`src/design/fcpa_pkg.sv`:
```
package fcpa_pkg;

	typedef enum logic [1:0] {
		ACT_SETUP   = 2'd0,
		ACT_RELEASE = 2'd1,
		ACT_ALLOC   = 2'd2,
		ACT_FREE    = 2'd3
	} action_t;

	typedef enum logic [2:0] {
		ST_OK        = 3'd0,
		ST_ALREADY   = 3'd1,
		ST_NOT_SETUP = 3'd2,
		ST_EMPTY     = 3'd3,
		ST_BAD_INDEX = 3'd4
	} status_t;

	typedef enum logic {
		CFG_CHUNK_COUNT = 1'b0,
		CFG_CHUNK_SIZE  = 1'b1
	} cfg_reg_t;

	typedef struct packed {
		action_t    action;
		logic [7:0] chunk_index;
	} cmd_t;

	typedef struct packed {
		status_t     status;
		logic [7:0]  granted_index;
		logic [19:0] byte_offset;
		logic [8:0]  free_chunks;
	} res_t;

	// end-of-list marker for the free head and the links
	localparam logic [8:0] LINK_NONE = 9'd256;

	localparam logic [8:0]  COUNT_RESET = 9'd256;
	localparam logic [12:0] SIZE_RESET  = 13'd16;

endpackage

```
`src/design/fcpa_ram.sv`:
```
module fcpa_ram #(
	parameter int WIDTH = 9,
	parameter int DEPTH = 256
) (
	input  logic                     clk,
	input  logic                     we,
	input  logic [$clog2(DEPTH)-1:0] waddr,
	input  logic [WIDTH-1:0]         wdata,
	input  logic                     re,
	input  logic [$clog2(DEPTH)-1:0] raddr,
	output logic [WIDTH-1:0]         rdata
);

	logic [WIDTH-1:0] mem [DEPTH];

	always_ff @(posedge clk) begin
		if (we) begin
			mem[waddr] <= wdata;
		end
		if (re) begin
			rdata <= mem[raddr];
		end
	end

endmodule

```
`src/design/fixed_chunk_pool_allocator.sv`:
```
// channel   direction  handshake                 payload
// cfg       in         cfg_valid / cfg_ready     cfg_index, cfg_data
// command   in         start while busy is low   cmd (cmd_t)
// result    out        done, one cycle           result (res_t)
//
// the edge that takes an item reads the link memory at the free head; the edge
// that ends busy applies the action and registers the result.
// done is high in the cycle after that, and a new item can be taken then.
// link memory contents are not cleared; reset clears the pool state at once.
// the receiver cannot stall; cfg_ready is always high.
module fixed_chunk_pool_allocator
	import fcpa_pkg::*;
#(
	parameter int MAX_CHUNKS = 256
) (
	input  logic        clk,
	input  logic        arst_n,
	input  logic        cfg_valid,
	output logic        cfg_ready,
	input  logic        cfg_index,
	input  logic [12:0] cfg_data,
	input  logic        start,
	output logic        busy,
	input  cmd_t        cmd,
	output logic        done,
	output res_t        result
);

	localparam int DEPTH = (MAX_CHUNKS < 256) ? MAX_CHUNKS : 256;
	localparam int AW = $clog2(DEPTH);
	localparam logic [8:0] LIMIT = 9'(DEPTH);

	logic [8:0]  chunk_count_q;
	logic [12:0] chunk_size_q;
	logic [8:0]  held_count_q, held_count_d;
	logic [12:0] held_size_q, held_size_d;
	logic [8:0]  free_head_q, free_head_d;
	logic [8:0]  bump_next_q, bump_next_d;
	logic [8:0]  free_total_q, free_total_d;
	logic        active_q, active_d;

	logic        busy_q;
	logic        done_q;
	action_t     act_s1;
	logic [7:0]  idx_s1;
	res_t        res_q, res_d;

	logic        accept;
	logic        link_we;
	logic [8:0]  link_rdata;
	logic [8:0]  eff_count;
	logic [7:0]  granted;
	logic [20:0] product;

	assign accept    = start && !busy_q;
	assign busy      = busy_q;
	assign done      = done_q;
	assign result    = res_q;
	assign cfg_ready = 1'b1;

	fcpa_ram #(
		.WIDTH(9),
		.DEPTH(DEPTH)
	) u_link (
		.clk  (clk),
		.we   (link_we),
		.waddr(idx_s1[AW-1:0]),
		.wdata(free_head_q),
		.re   (accept),
		.raddr(free_head_q[AW-1:0]),
		.rdata(link_rdata)
	);

	always_comb begin
		eff_count = chunk_count_q;
		if (eff_count == 9'd0) begin
			eff_count = 9'd1;
		end
		if (eff_count > LIMIT) begin
			eff_count = LIMIT;
		end
	end

	always_comb begin
		held_count_d = held_count_q;
		held_size_d  = held_size_q;
		free_head_d  = free_head_q;
		bump_next_d  = bump_next_q;
		free_total_d = free_total_q;
		active_d     = active_q;
		link_we      = 1'b0;
		granted      = 8'd0;
		res_d.status = ST_OK;

		case (act_s1)
			ACT_SETUP: begin
				if (active_q) begin
					res_d.status = ST_ALREADY;
				end else begin
					held_count_d = eff_count;
					held_size_d  = chunk_size_q;
					free_head_d  = LINK_NONE;
					bump_next_d  = 9'd0;
					free_total_d = eff_count;
					active_d     = 1'b1;
				end
			end
			ACT_RELEASE: begin
				if (!active_q) begin
					res_d.status = ST_NOT_SETUP;
				end else begin
					active_d     = 1'b0;
					free_head_d  = LINK_NONE;
					bump_next_d  = 9'd0;
					free_total_d = 9'd0;
				end
			end
			ACT_ALLOC: begin
				if (!active_q) begin
					res_d.status = ST_NOT_SETUP;
				end else if (free_head_q < held_count_q) begin
					granted     = free_head_q[7:0];
					free_head_d = link_rdata;
				end else if (bump_next_q < held_count_q) begin
					granted     = bump_next_q[7:0];
					bump_next_d = bump_next_q + 9'd1;
				end else begin
					res_d.status = ST_EMPTY;
				end
				if (active_q && res_d.status == ST_OK && free_total_q != 9'd0) begin
					free_total_d = free_total_q - 9'd1;
				end
			end
			ACT_FREE: begin
				if (!active_q) begin
					res_d.status = ST_NOT_SETUP;
				end else if ({1'b0, idx_s1} >= held_count_q) begin
					res_d.status = ST_BAD_INDEX;
				end else begin
					link_we     = 1'b1;
					free_head_d = {1'b0, idx_s1};
					if (free_total_q < held_count_q) begin
						free_total_d = free_total_q + 9'd1;
					end
				end
			end
			default: begin
				res_d.status = ST_NOT_SETUP;
			end
		endcase

		link_we = link_we && busy_q;
		product = 21'(granted) * 21'(held_size_q);
		res_d.granted_index = granted;
		res_d.byte_offset   = product[19:0];
		res_d.free_chunks   = free_total_d;
	end

	always_ff @(posedge clk or negedge arst_n) begin
		if (!arst_n) begin
			chunk_count_q <= COUNT_RESET;
			chunk_size_q  <= SIZE_RESET;
		end else if (cfg_valid && cfg_ready) begin
			case (cfg_index)
				CFG_CHUNK_COUNT: chunk_count_q <= cfg_data[8:0];
				CFG_CHUNK_SIZE:  chunk_size_q  <= cfg_data;
				default: begin
				end
			endcase
		end
	end

	always_ff @(posedge clk or negedge arst_n) begin
		if (!arst_n) begin
			busy_q       <= 1'b0;
			done_q       <= 1'b0;
			held_count_q <= 9'd0;
			held_size_q  <= 13'd0;
			free_head_q  <= LINK_NONE;
			bump_next_q  <= 9'd0;
			free_total_q <= 9'd0;
			active_q     <= 1'b0;
		end else begin
			done_q <= busy_q;
			if (accept) begin
				busy_q <= 1'b1;
			end else if (busy_q) begin
				busy_q       <= 1'b0;
				held_count_q <= held_count_d;
				held_size_q  <= held_size_d;
				free_head_q  <= free_head_d;
				bump_next_q  <= bump_next_d;
				free_total_q <= free_total_d;
				active_q     <= active_d;
			end
		end
	end

	always_ff @(posedge clk) begin
		if (accept) begin
			act_s1 <= cmd.action;
			idx_s1 <= cmd.chunk_index;
		end
		if (busy_q) begin
			res_q <= res_d;
		end
	end

	a_two_cycle: assert property (@(posedge clk) disable iff (!arst_n)
		accept |=> busy_q && !done_q ##1 done_q)
		else $error("result not delivered two cycles after the item");

	a_total_bound: assert property (@(posedge clk) disable iff (!arst_n)
		free_total_q <= held_count_q)
		else $error("free count above pool size");

	a_idle_clear: assert property (@(posedge clk) disable iff (!arst_n)
		!active_q |-> free_total_q == 9'd0 && free_head_q == LINK_NONE && bump_next_q == 9'd0)
		else $error("released pool holds state");

	a_grant_range: assert property (@(posedge clk) disable iff (!arst_n)
		done_q && act_s1 == ACT_ALLOC && res_q.status == ST_OK
			|-> {1'b0, res_q.granted_index} < held_count_q)
		else $error("granted chunk outside pool");

endmodule
```
`config.mk`:
```
export PLATFORM = sky130hd
export DESIGN_NAME = fixed_chunk_pool_allocator
export DESIGN_NICKNAME = d
export VERILOG_FILES = /design/src/design/fcpa_pkg.sv /design/src/design/fcpa_ram.sv /design/src/design/fixed_chunk_pool_allocator.sv
export SDC_FILE = /design/constraint.sdc
export NUM_CORES = 2
export LEC_CHECK = 0
export BUFFER_PORTS_ARGS = -buffer_cell sky130_fd_sc_hd__clkbuf_2
export CORE_ASPECT_RATIO = 1.5
export CORE_UTILIZATION = 55
export DETAILED_ROUTE_END_ITERATION = 10
export PLACE_DENSITY = 0.69
export RECOVER_POWER = 25
export REMOVE_ABC_BUFFERS = 1
export SETUP_SLACK_MARGIN = 0.1
export SYNTH_ARGS = -nofsm -noshare
export SYNTH_HDL_FRONTEND = slang
export SYNTH_SLANG_ARGS = --single-unit
```
`constraint.sdc`:
```
create_clock -name clk -period 28.3 [get_ports clk]
set_input_delay 1.415 -clock clk [delete_from_list [all_inputs] [get_ports clk]]
set_output_delay 1.415 -clock clk [all_outputs]
set_load 0.02 [all_outputs]
```
==> impl_metrics.py <==
metrics = {
    "status": {
        "outcome": "finished, violations left",
        "violations": "max-capacitance violations, max-slew violations",
    },
    "logic_synthesis": {
        "yosysTopAreaCell": "edfxtp_1",
        "synthCells": 4887,
        "synth_area_mm2": 0.09834,
        "ys_types": 71,
        "synth-edff-count": 2363,
        "synthFlopType": "edfxtp_1",
        "postSynthAreaPerCell_um2": 20.12,
        "synthTopCellsByArea": "edfxtp_1 (72%), mux4_2 (14%), dfrtp_1 (1.8%)",
        "synth_warnings": 0,
        "ys_async_sr_fraction_pct": 3.037,
        "synth_commonest_cells": "edfxtp_1 (2363), mux4_2 (592), nor2_1 (310)",
        "seq_area_frac_synth_pct": 74.04,
        "synth_top_area_share_pct": 72.16,
        "ys_ff_latch": 2437,
        "yosysMostFrequentCell": "edfxtp_1",
    },
    "global_routing": {
        "grt_pass1_vias": 48980,
        "grt_max_degree": 166,
        "antenna_found_initial": 5,
        "overflow": 0,
        "track_usage_pct": 25.82,
        "grt_pass1_wl_um": 336300,
    },
    "setup_path": {
        "required_ns": 28.87,
        "crit_slowest_cell": "clkbuf_1",
        "timing.critical_path.buf_inv": 2,
        "crit_chain": "clkbuf_1 > buf_4 > mux4_2 > mux4_2 > a22oi_1 > nand2_1 > nor3_1 > a211oi_1",
        "slowest_delay_ns": 6.35,
        "endpoint_kind": "flop",
        "critPathMostFrequentCell": "mux4_2",
        "worstPathMaxFanout": 154,
        "arrival_ns": 13.28,
        "path_delay_family": "buffers and inverters",
        "path_class": "flop to flop",
        "cp-start-kind": "flop",
    },
    "layout": {
        "n_fill_cell": 12170,
        "fin_util_pct": 60.94,
        "fin_cells": 7468,
        "syn_to_final_growth_pct": 9.755,
        "nNetsFinal": 5166,
        "final_layout_size_suffix_gt1_share_pct": 21.46,
    },
    "pwr": {
        "internal_power_mw": 7.419,
        "switching_power_mw": 3.173,
        "peakVddDrop_uv": 112.1,
        "totalPowerFinal_mw": 10.59,
        "power_frac_comb_pct": 27.8,
        "p_sw_share_pct": 29.96,
        "p_leak_nw": 34.18,
        "p_seq_share_pct": 44.3,
        "powerDensity_mw_per_mm2": 98.13,
        "clockPowerShare_pct": 27.9,
    },
    "timing": {
        "finalHoldViolCount": 0,
        "setup_viol": 0,
        "fin_crit_sh_pct": 44.91,
        "setup_ws_ns": 15.59,
        "slew_headroom_pct": -504.5,
        "tightest_slew_ns": 9.067,
        "period_needed_ns": 12.71,
        "fmax_ghz": 0.07868,
        "rsz0062_at_grt": "no",
        "fin_skew_ns": 0.07473,
        "slew_violations": 1836,
    },
    "cts": {
        "clkSinkCount": 2437,
        "cts_root_buf": "clkbuf_16",
        "ctsResizeCount": 0,
        "cts_buffers": 217,
        "htree_levels": 4,
        "cts_tree": "built",
        "clockBufferDepth": 4,
        "post_cts_buffers": 0,
        "cts_hold_buf": 0,
        "cts.clk_slew.worst_paths_ns": 0.07,
        "clkLatencyLatePin_ns": 0.88,
    },
    "route": {
        "routedWlPerCell_um": 31.04,
        "routed_via_density": 6.445,
        "dr.first_iter.drc_count": 5011,
        "drt_pass1_iterations": 6,
        "drc_errors": 0,
        "num_vias": 48130,
        "final_antenna_net_count": 0,
        "wl_um": 231800,
    },
    "floorplan": {
        "io-pin-count": 71,
        "die_w_um": 347.3,
        "die_h_um": 519.9,
        "core_area_mm2": 0.1771,
        "die_area_mm2": 0.1805,
        "start_util_pct": 55.52,
        "row_count": 189,
    },
    "placed_design": {
        "dp_slack_ns": 20.27,
        "dpl.hpwl_um": 144000,
        "gp_congestion": 0.8900,
        "dpl.cell_count": 7072,
        "io_buffers": 69,
    },
    "run": {
        "maxCapViolCount": 26,
    },
    "min_path": {
        "min_path_type": "primary input to asynchronous set/reset pin",
    },
}
## logic make-up after synthesis
group	synth area share, %
AO/OA/AOI/OAI	2.665
XOR/XNOR	0.3206
adder cells (fa/ha/maj)	2.265
buffers and inverters	1.758
flip-flops	74.04
multiplexers	15.38
other	0.003813
AND/OR/NAND/NOR	3.566
## flip-flops by register name, indices dropped and copies added, names as in the netlist, 9 cells and up
| register | cells |
|---|---|
| u_link.mem | 2304 |
| held_size_q | 13 |
| result | 40 |
| free_total_q | 9 |
| chunk_count_q | 9 |
| free_head_q | 9 |
| bump_next_q | 9 |
| held_count_q | 9 |
| u_link.rdata | 9 |
| chunk_size_q | 13 |
## routing by layer
layer  GRT usage, %  up-vias  part of all wire, %
met3          3.562      466                  7.0
met2          44.16     2133                   52
li1               -    20110                    -
met5              0        -               0.0056
met1          32.95    25420                   36
met4          11.83        2                  4.9
## final timing paths
kind | cells after the start | from | end | slack (ns)
setup / recovery | 8 | free_head_q[1] | u_link.rdata[5] | 15.59
hold / removal | 1 | arst_n | chunk_size_q[10] | 0.48
setup reg to reg | 8 | free_head_q[1] | u_link.rdata[5] | 15.59
hold reg to reg | 1 | held_count_q[4] | held_count_q[4] | 0.48
max in group asynchronous | 2 | arst_n | free_head_q[6] | 23.07
min in group clk | 1 | held_count_q[4] | held_count_q[4] | 0.48
## placed cells by master, fill, tap and decap left out, types with 47 or more instances in the layout
master     count
a21oi_1       77
a22oi_1      104
and2_1        82
buf_4         67
clkbuf_1      68
clkbuf_16    219
clkbuf_2      60
clkinv_1      50
dfrtp_1       68
edfxtp_1    2363
fa_1          65
ha_1          74
inv_1        100
mux2_2        47
mux2i_1      126
mux4_2       592
nand2_1      170
nor2_1       307
## area by class of cell
type                       instances  area, um^2  share of cell area [%]
inverter                         101       379.1                  0.3512
multi-input combinational       2083       23880                   22.12
clock inverter                   130        1373                   1.272
antenna                            8       20.02                 0.01855
tap                             2292        2868                   2.657
sequential                      2437       72820                   67.47
clock buffer                     258        5637                   5.222
timing repair buffer             159       955.9                  0.8856
## per-stage QoR
stage / TNS (ns) / hold slack [ns] / area, um^2
2_1_floorplan: -194.58 / 0.4492 / 96990
3_3_place_gp: 0 / 0.4577 / 101100
3_5_place_dp: 0 / 0.4686 / 101100
4_1_cts: 0 / 0.3536 / 108100
5_1_grt: 0 / 0.4911 / 107900
6_report: 0 / 0.4800 / 107900
## power by group through the flow
stage	sequential (mW)	clock (mW)	combinational (mW)
6_report	4.69	2.96	2.94
5_1_grt	4.70	3.10	3.11
4_1_cts	4.64	2.99	2.85
3_5_place_dp	4.72	0	2.84
3_3_place_gp	4.72	0	2.79
2_1_floorplan	5.44	0	3.16
Power figures use the tool's default switching activity.
